[config.mk]
export PLATFORM = sky130hd
export DESIGN_NAME = rc_serial_frame_encoder_core
export DESIGN_NICKNAME = d
export VERILOG_FILES = /design/src/rtl/core/rcfe_pkg.sv /design/src/rtl/core/rc_serial_frame_encoder_core.sv /design/src/rtl/core/rcfe_ctrl.sv /design/src/rtl/core/rcfe_dp.sv
export SDC_FILE = /design/constraint.sdc
export NUM_CORES = 1
export LEC_CHECK = 0
export BUFFER_PORTS_ARGS = -buffer_cell sky130_fd_sc_hd__buf_4
export CORE_MARGIN = 2
export CORE_UTILIZATION = 30
export CTS_CLUSTER_SIZE = 40
export DETAILED_ROUTE_END_ITERATION = 6
export PLACE_DENSITY = 0.53
export SYNTH_ARGS = -nofsm -noshare
export SYNTH_HDL_FRONTEND = slang
export SYNTH_SLANG_ARGS = --single-unit
[constraint.sdc]
create_clock -name clk -period 23.9 [get_ports clk]
set_input_delay 7.17 -clock clk [delete_from_list [all_inputs] [get_ports clk]]
set_output_delay 7.17 -clock clk [all_outputs]
set_load 0.1 [all_outputs]
[src/rtl/core/rcfe_pkg.sv]
// rcfe_pkg: shared types, codes and constants of the rc serial frame encoder
// depends on nothing; imported by the controller, the datapath and the top level
package rcfe_pkg;

    localparam int CHANNEL_COUNT_DEF = 8;
    localparam int MAX_CHANNELS      = 16;

    // command codes
    localparam logic [2:0] CMD_SET      = 3'd0;
    localparam logic [2:0] CMD_COMMIT   = 3'd1;
    localparam logic [2:0] CMD_FAILSAFE = 3'd2;
    localparam logic [2:0] CMD_EMIT     = 3'd3;
    localparam logic [2:0] CMD_READ     = 3'd4;

    // configuration register indexes
    localparam int          CFG_INDEX_W  = 3;
    localparam int          CFG_DATA_W   = 12;
    localparam logic [2:0]  REG_PROTOCOL = 3'd0;
    localparam logic [2:0]  REG_ADDRESS  = 3'd1;
    localparam logic [2:0]  REG_MIN      = 3'd2;
    localparam logic [2:0]  REG_MAX      = 3'd3;
    localparam logic [2:0]  REG_CENTER   = 3'd4;

    // reset values of the registers
    localparam logic        RST_PROTOCOL = 1'b0;
    localparam logic [7:0]  RST_ADDRESS  = 8'd200;
    localparam logic [11:0] RST_MIN      = 12'd1000;
    localparam logic [11:0] RST_MAX      = 12'd2000;
    localparam logic [11:0] RST_CENTER   = 12'd1500;

    // result kinds
    localparam logic RESULT_FRAME = 1'b0;
    localparam logic RESULT_READ  = 1'b1;

    // frame bytes
    localparam logic [7:0] SBUS_SYNC      = 8'h0F;
    localparam logic [7:0] SBUS_FAILSAFE  = 8'h0C;
    localparam logic [7:0] CRSF_LEN       = 8'd24;
    localparam logic [7:0] CRSF_TYPE      = 8'h16;
    localparam logic [7:0] CRC_POLY       = 8'hD5;

    // byte positions inside a frame
    localparam logic [4:0] HDR_LAST_SBUS  = 5'd0;
    localparam logic [4:0] HDR_LAST_CRSF  = 5'd2;
    localparam logic [4:0] DATA_LAST_SBUS = 5'd22;
    localparam logic [4:0] DATA_LAST_CRSF = 5'd24;
    localparam logic [4:0] POS_SBUS_END   = 5'd24;

    // us to serial conversion: n = 16*us - CONV_OFFSET, value = n / 10
    localparam logic [15:0] CONV_OFFSET   = 16'd14075;
    localparam logic [15:0] CONV_LOW_T    = 16'd15795;
    localparam logic [15:0] CONV_HIGH_T   = 16'd32195;
    localparam logic [15:0] RECIP_10      = 16'hCCCD;
    localparam logic [10:0] SERIAL_CENTER = 11'd992;
    localparam logic [10:0] SERIAL_MIN    = 11'd172;
    localparam logic [10:0] SERIAL_MAX    = 11'd1811;
    localparam logic [4:0]  SERIAL_BITS   = 5'd11;
    localparam logic [4:0]  BYTE_BITS     = 5'd8;

    typedef struct packed {
        logic [2:0]  command;
        logic [3:0]  channel_index;
        logic [11:0] pulse_width;
        logic        failsafe_on;
    } in_item_t;

    typedef struct packed {
        logic        result_kind;
        logic [7:0]  frame_byte;
        logic        last_byte;
        logic [11:0] read_pulse;
    } out_item_t;

    typedef enum logic [2:0] {
        ST_IDLE,
        ST_HEAD,
        ST_DATA,
        ST_CONV,
        ST_LOAD,
        ST_TAIL,
        ST_READ
    } ctrl_state_t;

    typedef enum logic [3:0] {
        SRC_SYNC,
        SRC_ADDR,
        SRC_LEN,
        SRC_TYPE,
        SRC_DATA,
        SRC_FLAGS,
        SRC_ZERO,
        SRC_CRC,
        SRC_READ
    } byte_src_t;

    typedef struct packed {
        logic      take;
        logic      init;
        logic      conv;
        logic      load;
        logic      push;
        byte_src_t src;
        logic      last;
    } ctrl_cmd_t;

    typedef struct packed {
        logic out_free;
        logic acc_ge8;
        logic crsf;
    } dp_stat_t;

    function automatic logic [7:0] crc8_byte(input logic [7:0] crc, input logic [7:0] data);
        logic [7:0] c;
        c = crc ^ data;
        for (int k = 0; k < 8; k++) begin
            c = c[7] ? ((c << 1) ^ CRC_POLY) : (c << 1);
        end
        return c;
    endfunction

endpackage

[src/rtl/core/rc_serial_frame_encoder_core.sv]
// rc_serial_frame_encoder_core: top level of the sbus / crsf channel frame encoder
// depends on rcfe_pkg, rcfe_ctrl and rcfe_dp
//
//   port group   direction  handshake          contents
//   in_*         in         in_valid/in_ready  command word (in_item_t)
//   out_*        out        out_valid/out_ready one frame byte or read answer (out_item_t)
//   cfg_*        in         cfg_we             register write, no read-back
//
// set, commit and set failsafe are done in the cycle they are taken; a read passes through the read state to its answer
// an emit keeps the block busy until its last byte is pushed, and longer while out_ready is low;
// besides pushing its words, it takes each of the 16 channels through a byte check,
// a multiply in the shared converter and a load into the packer
// results leave through a one-word output register, so a new word can enter in the same cycle
// the last one is taken; a stalled output holds the sequencer in place
// reset is asynchronous, active low, and sets both channel stores to 1500 us
module rc_serial_frame_encoder_core #(
    parameter int CHANNEL_COUNT = rcfe_pkg::CHANNEL_COUNT_DEF
) (
    input  logic                             clk,
    input  logic                             rst_n,
    input  logic                             in_valid,
    output logic                             in_ready,
    input  rcfe_pkg::in_item_t               in_data,
    output logic                             out_valid,
    input  logic                             out_ready,
    output rcfe_pkg::out_item_t              out_data,
    input  logic                             cfg_we,
    input  logic [rcfe_pkg::CFG_INDEX_W-1:0] cfg_index,
    input  logic [rcfe_pkg::CFG_DATA_W-1:0]  cfg_data
);
    import rcfe_pkg::*;

    ctrl_cmd_t cmd;
    dp_stat_t  stat;

    rcfe_ctrl u_ctrl (
        .clk        (clk),
        .rst_n      (rst_n),
        .in_valid   (in_valid),
        .in_command (in_data.command),
        .stat       (stat),
        .in_ready   (in_ready),
        .cmd        (cmd)
    );

    rcfe_dp #(
        .CHANNEL_COUNT (CHANNEL_COUNT)
    ) u_dp (
        .clk       (clk),
        .rst_n     (rst_n),
        .cfg_we    (cfg_we),
        .cfg_index (cfg_index),
        .cfg_data  (cfg_data),
        .in_data   (in_data),
        .cmd       (cmd),
        .out_ready (out_ready),
        .stat      (stat),
        .out_valid (out_valid),
        .out_data  (out_data)
    );

    a_push_free: assert property (@(posedge clk) disable iff (!rst_n)
        cmd.push |-> stat.out_free)
        else $error("word pushed into a full output register");

    a_load_after_conv: assert property (@(posedge clk) disable iff (!rst_n)
        cmd.load |-> $past(cmd.conv))
        else $error("channel load without a conversion before it");

    a_conv_needed: assert property (@(posedge clk) disable iff (!rst_n)
        cmd.conv |-> !stat.acc_ge8)
        else $error("conversion started while a full byte was pending");

    a_read_word: assert property (@(posedge clk) disable iff (!rst_n)
        (out_valid && out_data.result_kind == RESULT_READ) |->
            (out_data.last_byte && out_data.frame_byte == 8'h00))
        else $error("read answer malformed");

endmodule

[src/rtl/core/rcfe_ctrl.sv]
// rcfe_ctrl: sequencer for command handling and frame byte order
// depends on rcfe_pkg; drives the datapath through ctrl_cmd_t only
module rcfe_ctrl (
    input  logic              clk,
    input  logic              rst_n,
    input  logic              in_valid,
    input  logic [2:0]        in_command,
    input  rcfe_pkg::dp_stat_t stat,
    output logic              in_ready,
    output rcfe_pkg::ctrl_cmd_t cmd
);
    import rcfe_pkg::*;

    ctrl_state_t state_reg, state_next;
    logic [4:0]  pos_reg, pos_next;
    logic [4:0]  hdr_last;
    logic [4:0]  data_last;

    assign hdr_last  = stat.crsf ? HDR_LAST_CRSF : HDR_LAST_SBUS;
    assign data_last = stat.crsf ? DATA_LAST_CRSF : DATA_LAST_SBUS;

    always_ff @(posedge clk or negedge rst_n)
    begin
        if (!rst_n)
        begin
            state_reg <= ST_IDLE;
            pos_reg   <= '0;
        end
        else
        begin
            state_reg <= state_next;
            pos_reg   <= pos_next;
        end
    end

    // next state
    always_comb
    begin
        state_next = state_reg;
        pos_next   = pos_reg;
        unique case (state_reg)
            ST_IDLE:
            begin
                pos_next = '0;
                if (in_valid)
                begin
                    priority if (in_command == CMD_EMIT)
                        state_next = ST_HEAD;
                    else if (in_command == CMD_READ)
                        state_next = ST_READ;
                    else
                        state_next = ST_IDLE;
                end
            end
            ST_HEAD:
            begin
                if (stat.out_free)
                begin
                    pos_next = pos_reg + 5'd1;
                    if (pos_reg == hdr_last)
                        state_next = ST_DATA;
                end
            end
            ST_DATA:
            begin
                if (stat.acc_ge8)
                begin
                    if (stat.out_free)
                    begin
                        pos_next = pos_reg + 5'd1;
                        if (pos_reg == data_last)
                            state_next = ST_TAIL;
                    end
                end
                else
                    state_next = ST_CONV;
            end
            ST_CONV: state_next = ST_LOAD;
            ST_LOAD: state_next = ST_DATA;
            ST_TAIL:
            begin
                if (stat.out_free)
                begin
                    pos_next = pos_reg + 5'd1;
                    if (stat.crsf || pos_reg == POS_SBUS_END)
                        state_next = ST_IDLE;
                end
            end
            ST_READ:
            begin
                if (stat.out_free)
                    state_next = ST_IDLE;
            end
            default: state_next = ST_IDLE;
        endcase
    end

    // outputs
    always_comb
    begin
        in_ready = 1'b0;
        cmd      = '{take: 1'b0, init: 1'b0, conv: 1'b0, load: 1'b0, push: 1'b0,
                     src: SRC_ZERO, last: 1'b0};
        unique case (state_reg)
            ST_IDLE:
            begin
                in_ready = 1'b1;
                cmd.take = in_valid;
                cmd.init = in_valid && (in_command == CMD_EMIT);
            end
            ST_HEAD:
            begin
                cmd.push = stat.out_free;
                priority if (!stat.crsf)
                    cmd.src = SRC_SYNC;
                else if (pos_reg == 5'd0)
                    cmd.src = SRC_ADDR;
                else if (pos_reg == 5'd1)
                    cmd.src = SRC_LEN;
                else
                    cmd.src = SRC_TYPE;
            end
            ST_DATA:
            begin
                cmd.push = stat.acc_ge8 && stat.out_free;
                cmd.src  = SRC_DATA;
            end
            ST_CONV: cmd.conv = 1'b1;
            ST_LOAD: cmd.load = 1'b1;
            ST_TAIL:
            begin
                cmd.push = stat.out_free;
                priority if (stat.crsf)
                begin
                    cmd.src  = SRC_CRC;
                    cmd.last = 1'b1;
                end
                else if (pos_reg == POS_SBUS_END)
                begin
                    cmd.src  = SRC_ZERO;
                    cmd.last = 1'b1;
                end
                else
                    cmd.src = SRC_FLAGS;
            end
            ST_READ:
            begin
                cmd.push = stat.out_free;
                cmd.src  = SRC_READ;
                cmd.last = 1'b1;
            end
            default: in_ready = 1'b0;
        endcase
    end

endmodule

[src/rtl/core/rcfe_dp.sv]
// rcfe_dp: configuration, channel stores, converter, bit packer, crc and output word
// depends on rcfe_pkg; steered by rcfe_ctrl through ctrl_cmd_t
module rcfe_dp #(
    parameter int CHANNEL_COUNT = rcfe_pkg::CHANNEL_COUNT_DEF
) (
    input  logic                                  clk,
    input  logic                                  rst_n,
    input  logic                                  cfg_we,
    input  logic [rcfe_pkg::CFG_INDEX_W-1:0]      cfg_index,
    input  logic [rcfe_pkg::CFG_DATA_W-1:0]       cfg_data,
    input  rcfe_pkg::in_item_t                    in_data,
    input  rcfe_pkg::ctrl_cmd_t                   cmd,
    input  logic                                  out_ready,
    output rcfe_pkg::dp_stat_t                    stat,
    output logic                                  out_valid,
    output rcfe_pkg::out_item_t                   out_data
);
    import rcfe_pkg::*;

    localparam int IDX_W = (CHANNEL_COUNT > 1) ? $clog2(CHANNEL_COUNT) : 1;

    // configuration
    logic        protocol_reg;
    logic [7:0]  address_reg;
    logic [11:0] min_reg;
    logic [11:0] max_reg;
    logic [11:0] center_reg;

    always_ff @(posedge clk or negedge rst_n)
    begin
        if (!rst_n)
        begin
            protocol_reg <= RST_PROTOCOL;
            address_reg  <= RST_ADDRESS;
            min_reg      <= RST_MIN;
            max_reg      <= RST_MAX;
            center_reg   <= RST_CENTER;
        end
        else if (cfg_we)
        begin
            unique case (cfg_index)
                REG_PROTOCOL: protocol_reg <= cfg_data[0];
                REG_ADDRESS:  address_reg  <= cfg_data[7:0];
                REG_MIN:      min_reg      <= cfg_data;
                REG_MAX:      max_reg      <= cfg_data;
                REG_CENTER:   center_reg   <= cfg_data;
                default:      ;
            endcase
        end
    end

    // channel stores and failsafe
    logic [11:0] staging_reg [CHANNEL_COUNT];
    logic [11:0] frame_reg   [CHANNEL_COUNT];
    logic        failsafe_reg;
    logic        idx_ok;
    logic [IDX_W-1:0] idx;
    logic [11:0] pw_lo;
    logic [11:0] pw_clamped;
    logic [11:0] rd_reg, rd_next;

    assign idx_ok     = {1'b0, in_data.channel_index} < 5'(CHANNEL_COUNT);
    assign idx        = in_data.channel_index[IDX_W-1:0];
    assign pw_lo      = (in_data.pulse_width < min_reg) ? min_reg : in_data.pulse_width;
    assign pw_clamped = (pw_lo > max_reg) ? max_reg : pw_lo;
    assign rd_next    = idx_ok ? staging_reg[idx] : center_reg;

    always_ff @(posedge clk or negedge rst_n)
    begin
        if (!rst_n)
        begin
            for (int k = 0; k < CHANNEL_COUNT; k++)
            begin
                staging_reg[k] <= RST_CENTER;
                frame_reg[k]   <= RST_CENTER;
            end
            failsafe_reg <= 1'b0;
        end
        else if (cmd.take)
        begin
            unique case (in_data.command)
                CMD_SET:
                begin
                    if (idx_ok)
                        staging_reg[idx] <= pw_clamped;
                end
                CMD_COMMIT:
                begin
                    for (int k = 0; k < CHANNEL_COUNT; k++)
                        frame_reg[k] <= staging_reg[k];
                end
                CMD_FAILSAFE: failsafe_reg <= in_data.failsafe_on;
                default:      ;
            endcase
        end
    end

    always_ff @(posedge clk)
    begin
        if (cmd.take && in_data.command == CMD_READ)
            rd_reg <= rd_next;
    end

    // converter: one channel per conv/load pair, product registered in between
    logic [3:0]  ch_reg, ch_next;
    logic        ch_used;
    logic [11:0] conv_us;
    logic [15:0] conv_t;
    logic [14:0] conv_n;
    logic [30:0] prod_reg, prod_next;
    logic        lo_reg, hi_reg, unused_reg;
    logic [10:0] serial_val;

    assign ch_used   = {1'b0, ch_reg} < 5'(CHANNEL_COUNT);
    assign conv_us   = ch_used ? frame_reg[ch_reg[IDX_W-1:0]] : RST_CENTER;
    assign conv_t    = {conv_us, 4'b0000};
    assign conv_n    = 15'(conv_t - CONV_OFFSET);
    assign prod_next = 31'(conv_n) * 31'(RECIP_10);

    always_ff @(posedge clk)
    begin
        if (cmd.conv)
        begin
            prod_reg   <= prod_next;
            lo_reg     <= conv_t < CONV_LOW_T;
            hi_reg     <= conv_t >= CONV_HIGH_T;
            unused_reg <= !ch_used;
        end
    end

    always_comb
    begin
        priority if (unused_reg)
            serial_val = SERIAL_CENTER;
        else if (lo_reg)
            serial_val = SERIAL_MIN;
        else if (hi_reg)
            serial_val = SERIAL_MAX;
        else
            serial_val = prod_reg[29:19];
    end

    // bit packer, lsb first
    logic [17:0] acc_reg, acc_next;
    logic [4:0]  cnt_reg, cnt_next;
    logic [7:0]  crc_reg, crc_next;
    logic        crc_take;
    logic [7:0]  byte_val;

    assign ch_next = cmd.init ? 4'd0 : (cmd.load ? ch_reg + 4'd1 : ch_reg);

    always_comb
    begin
        acc_next = acc_reg;
        cnt_next = cnt_reg;
        priority if (cmd.init)
        begin
            acc_next = '0;
            cnt_next = '0;
        end
        else if (cmd.load)
        begin
            acc_next = acc_reg | (18'(serial_val) << cnt_reg);
            cnt_next = cnt_reg + SERIAL_BITS;
        end
        else if (cmd.push && cmd.src == SRC_DATA)
        begin
            acc_next = acc_reg >> 8;
            cnt_next = cnt_reg - BYTE_BITS;
        end
        else
            acc_next = acc_reg;
    end

    always_comb
    begin
        unique case (cmd.src)
            SRC_SYNC:  byte_val = SBUS_SYNC;
            SRC_ADDR:  byte_val = address_reg;
            SRC_LEN:   byte_val = CRSF_LEN;
            SRC_TYPE:  byte_val = CRSF_TYPE;
            SRC_DATA:  byte_val = acc_reg[7:0];
            SRC_FLAGS: byte_val = failsafe_reg ? SBUS_FAILSAFE : 8'h00;
            SRC_ZERO:  byte_val = 8'h00;
            SRC_CRC:   byte_val = crc_reg;
            SRC_READ:  byte_val = 8'h00;
            default:   byte_val = 8'h00;
        endcase
    end

    // crc covers the type byte and the data bytes
    assign crc_take = cmd.push && (cmd.src == SRC_TYPE || cmd.src == SRC_DATA);
    assign crc_next = cmd.init ? 8'h00 : (crc_take ? crc8_byte(crc_reg, byte_val) : crc_reg);

    always_ff @(posedge clk or negedge rst_n)
    begin
        if (!rst_n)
        begin
            ch_reg  <= '0;
            acc_reg <= '0;
            cnt_reg <= '0;
            crc_reg <= '0;
        end
        else
        begin
            ch_reg  <= ch_next;
            acc_reg <= acc_next;
            cnt_reg <= cnt_next;
            crc_reg <= crc_next;
        end
    end

    // output word register
    logic      out_valid_reg, out_valid_next;
    out_item_t out_item_reg, out_item_next;

    always_comb
    begin
        out_item_next.result_kind = (cmd.src == SRC_READ) ? RESULT_READ : RESULT_FRAME;
        out_item_next.frame_byte  = byte_val;
        out_item_next.last_byte   = cmd.last;
        out_item_next.read_pulse  = (cmd.src == SRC_READ) ? rd_reg : 12'd0;
        priority if (cmd.push)
            out_valid_next = 1'b1;
        else if (out_ready)
            out_valid_next = 1'b0;
        else
            out_valid_next = out_valid_reg;
    end

    always_ff @(posedge clk or negedge rst_n)
    begin
        if (!rst_n)
            out_valid_reg <= 1'b0;
        else
            out_valid_reg <= out_valid_next;
    end

    always_ff @(posedge clk)
    begin
        if (cmd.push)
            out_item_reg <= out_item_next;
    end

    assign out_valid     = out_valid_reg;
    assign out_data      = out_item_reg;
    assign stat.out_free = !out_valid_reg || out_ready;
    assign stat.acc_ge8  = cnt_reg >= BYTE_BITS;
    assign stat.crsf     = protocol_reg;

endmodule
==> report_table.html <==
<table>
<tr><th>Metric</th><th>Value</th></tr>
<tr><th colspan="2">Status</th></tr>
<tr><td>Result of the run</td><td>finished, final reports clean</td></tr>
<tr><th colspan="2">Cells and area</th></tr>
<tr><td>Area growth from synthesis to layout</td><td>13.55%</td></tr>
<tr><td>Proportion of layout cells with a drive suffix above 1</td><td>24.34%</td></tr>
<tr><td>Net count of the finished layout</td><td>2051</td></tr>
<tr><th colspan="2">Setup path</th></tr>
<tr><td>R2R Setup Slk</td><td>around 15 ns</td></tr>
<tr><td>Crit path max fanout</td><td>24</td></tr>
<tr><td>Worst setup path startpoint</td><td>in_data[2]</td></tr>
<tr><td>Required arrival time at the worst endpoint</td><td>approximately 24 ns</td></tr>
<tr><td>Startpoint class of the critical path</td><td>primary input</td></tr>
<tr><td>Critical setup path kind</td><td>primary input to register</td></tr>
<tr><td>CP arrival</td><td>around 12 ns</td></tr>
<tr><td>Type of destination of the critical path</td><td>register</td></tr>
<tr><td>Reg-to-Reg Start</td><td>u_dp.ch_reg[0]</td></tr>
<tr><th colspan="2">Logic synthesis</th></tr>
<tr><td>Leading post-synthesis cells by cell area</td><td>sky130_fd_sc_hd__dfrtp_1 (19%), sky130_fd_sc_hd__dfstp_2 (18%), sky130_fd_sc_hd__ha_1 (8.3%)</td></tr>
<tr><td>Number of distinct library cells after synthesis</td><td>87</td></tr>
<tr><td>Post-synth EDFFs</td><td>48</td></tr>
<tr><td>Top cell type's share of synthesized area</td><td>18.51%</td></tr>
<tr><td>Netlist Area Pre-Place</td><td>approximately 20000 um^2</td></tr>
<tr><td>Synth Register Bits</td><td>330</td></tr>
<tr><td>Mean cell area of the mapped netlist</td><td>11.12 um^2</td></tr>
<tr><td>Total nets after synthesis</td><td>roughly 2000</td></tr>
<tr><td>Cell taking the most area after synthesis</td><td>sky130_fd_sc_hd__dfrtp_1</td></tr>
<tr><td>Most used flip-flop cell after synthesis</td><td>sky130_fd_sc_hd__dfrtp_1</td></tr>
<tr><td>Most instantiated library cell after synthesis</td><td>sky130_fd_sc_hd__nand2_1</td></tr>
<tr><td>Gate count after technology mapping</td><td>between 1500 and 2000</td></tr>
<tr><td>Yosys warnings</td><td>0</td></tr>
<tr><td>Leading post-synthesis cells by instance count</td><td>sky130_fd_sc_hd__nand2_1 (195), sky130_fd_sc_hd__dfrtp_1 (148), sky130_fd_sc_hd__inv_1 (140)</td></tr>
<tr><td>Sequential-to-total area share from yosys stat</td><td>between 40% and 50%</td></tr>
<tr><td>Async set-reset flop share out of synthesis</td><td>85.45%</td></tr>
<tr><th colspan="2">Timing</th></tr>
<tr><td>Fin crit period</td><td>11.53 ns</td></tr>
<tr><td>Setup tns final</td><td>0 ns</td></tr>
<tr><td>Tcrit/Tclk final</td><td>roughly 48%</td></tr>
<tr><td>Fmax achieved</td><td>86.76 MHz</td></tr>
<tr><td>Final setup skew</td><td>between 0.02 and 0.03 ns</td></tr>
<tr><td>Normalized max-slew margin</td><td>about a fifth</td></tr>
<tr><td>Final number of max-transition violations</td><td>0</td></tr>
<tr><td>Pin slew with the least headroom to its limit</td><td>1.185 ns</td></tr>
<tr><td>Number of endpoints with negative hold slack in the final report</td><td>0</td></tr>
<tr><td>RSZ-0062 raised after global routing</td><td>no</td></tr>
<tr><td>Total setup violations reported at the end of the flow</td><td>0</td></tr>
<tr><th colspan="2">Flow run</th></tr>
<tr><td>Count of maximum capacitance violations</td><td>0</td></tr>
<tr><th colspan="2">Detailed routing</th></tr>
<tr><td>DRT antenna net count</td><td>0</td></tr>
<tr><td>Detailed-router iteration count before antenna repair</td><td>5</td></tr>
<tr><td>Count of unresolved DRC violations after routing</td><td>0</td></tr>
<tr><td>Vias after detailed routing</td><td>13940</td></tr>
<tr><td>Detail-routed net length per standard cell</td><td>between 15 and 20 um</td></tr>
<tr><td>Per-cell via count in the routed design</td><td>5.103</td></tr>
<tr><td>Detailed Route Iter0 Violations</td><td>about 830</td></tr>
<tr><td>Final wirelength</td><td>51.38 mm</td></tr>
<tr><th colspan="2">Clocking</th></tr>
<tr><td>Number of buffers added by the clock tree synthesis step</td><td>39</td></tr>
<tr><td>H-tree level count</td><td>2</td></tr>
<tr><td>Register clock-pin slew on the reported worst setup and hold paths</td><td>roughly 0.06 ns</td></tr>
<tr><td>Clk_lat worst skew</td><td>around 0.58 ns</td></tr>
<tr><td>Number of post-CTS setup repair buffers</td><td>0</td></tr>
<tr><td>Clock root buffer master</td><td>sky130_fd_sc_hd__clkbuf_16</td></tr>
<tr><td>Max clock buf depth</td><td>3</td></tr>
<tr><td>Count of hold-fix buffers inserted at cts</td><td>0</td></tr>
<tr><td>Resized Gates After CTS</td><td>0</td></tr>
<tr><td>CTS tree</td><td>built</td></tr>
<tr><td>Number of clock sinks seen by CTS</td><td>330</td></tr>
<tr><th colspan="2">Global route</th></tr>
<tr><td>Number of global-route vias before repair</td><td>~14000</td></tr>
<tr><td>First-pass GRT wire length</td><td>between 80 and 90 mm</td></tr>
<tr><td>GR Overflow Total</td><td>0</td></tr>
<tr><td>Global Route Usage Sum</td><td>roughly 15%</td></tr>
<tr><td>Number of antenna violations at the first check in global routing</td><td>0</td></tr>
<tr><td>Maximum number of pins on one net before global-route repair</td><td>around 120</td></tr>
<tr><th colspan="2">Placement</th></tr>
<tr><td>Half-perimeter wire length after detailed placement</td><td>roughly 37 mm</td></tr>
<tr><td>Final Wtd Congestion</td><td>~0.88</td></tr>
<tr><td>Port buffer count</td><td>63</td></tr>
<tr><th colspan="2">Hold path</th></tr>
<tr><td>Hold path start</td><td>u_dp.staging_reg[70]</td></tr>
<tr><td>Hold Path Class</td><td>register to register</td></tr>
<tr><th colspan="2">Floorplanning</th></tr>
<tr><td>Full die area</td><td>approximately 69000 um^2</td></tr>
<tr><td>Floorplan Core Area</td><td>65860 um^2</td></tr>
<tr><td>Starting Density</td><td>between 30 and 40%</td></tr>
<tr><td>Horiz. Die Dim</td><td>approximately 260 um</td></tr>
<tr><td>Row count</td><td>94</td></tr>
<tr><td>Top Ports</td><td>64</td></tr>
<tr><td>Height of the die</td><td>262.3 um</td></tr>
</table>
## per-stage QoR
step / util [%] / area, um^2 / std cells / setup slack, ns / hold WS (ns)
floorplan: - / 20010 / 1799 / 12.90 / 0.4565
global placement: 32.48 / 21390 / 2659 / 11.97 / 0.4681
detailed placement: 32.48 / 21390 / 2659 / 11.85 / 0.4741
CTS: 34.49 / 22720 / 2729 / 12.45 / 0.4824
global route: 34.49 / 22720 / 2729 / 12.01 / 0.4986
finish: 34.50 / 22720 / 2731 / 12.37 / 0.4774
## placed cells by master, fill, tap and decap left out, types with 66 or more instances in the layout
cell                      instances
sky130_fd_sc_hd__a21oi_1         74
sky130_fd_sc_hd__nor2_1          66
sky130_fd_sc_hd__nand2_1        195
sky130_fd_sc_hd__dfstp_2        134
sky130_fd_sc_hd__buf_4           84
sky130_fd_sc_hd__mux2_2         103
sky130_fd_sc_hd__o21ai_0         66
sky130_fd_sc_hd__inv_1          140
sky130_fd_sc_hd__ha_1           132
sky130_fd_sc_hd__o31ai_1        102
sky130_fd_sc_hd__dfrtp_1        147
## critical path: stages
cell and delay [ns]:
sky130_fd_sc_hd__buf_4 0.13, sky130_fd_sc_hd__ha_1 0.27, sky130_fd_sc_hd__a21o_1 0.10, sky130_fd_sc_hd__a21o_1 0.10, sky130_fd_sc_hd__a21oi_1 0.06, sky130_fd_sc_hd__o211ai_1 0.68, sky130_fd_sc_hd__a21o_1 0.75, sky130_fd_sc_hd__a21o_1 0.22
sky130_fd_sc_hd__ha_1 0.24, sky130_fd_sc_hd__a21o_1 0.19, sky130_fd_sc_hd__a21o_1 0.18, sky130_fd_sc_hd__a21oi_1 0.16, sky130_fd_sc_hd__nor2_1 0.08, sky130_fd_sc_hd__o22a_1 0.40, sky130_fd_sc_hd__a211oi_1 0.96, sky130_fd_sc_hd__o31ai_1 0.21
## final timing paths
path,end,depth (start not counted)
min in group asynchronous,u_dp.min_reg[11],1
max reg2reg,u_dp.prod_reg[29],28
min,u_dp.staging_reg[70],2
max in group asynchronous,u_dp.frame_reg[0],3
max,u_dp.staging_reg[24],16
min reg2reg,u_dp.staging_reg[70],2
## layer usage
layer	GRT usage (%)	up-vias	share of wire (%)
li1	-	6552	-
met2	24.53	269	47
met1	20.57	7029	47
met3	1.774	87	3.3
met4	4.638	0	2.9
met5	0	-	0
## cell families (layout without fill, tap and decap cells)
kind of cell	Yosys count	count (layout)	share of synthesized area (%)
buf+inv	230	296	4.514
xor+xnor	46	46	2.370
mux	211	211	14.04
simple gates	409	409	9.591
flops	330	330	43.30
compound gates	398	398	13.63
other cells	0	2	0
fa+ha+maj	175	175	12.55
## area by class of cell
class	instances	area, um^2
Fill cell	6507	43140
Multi-Input combinational cell	1239	10470
Sequential cell	330	8667
Clock buffer	65	1206
Tap cell	864	1081
Timing Repair Buffer	85	645.6
Inverter	141	529.3
Clock inverter	5	118.9
Antenna cell	2	5.005
Power is left out: the tool's default activity adds up to more than one toggle a clock period on the data nets, which glitch-free logic cannot reach.
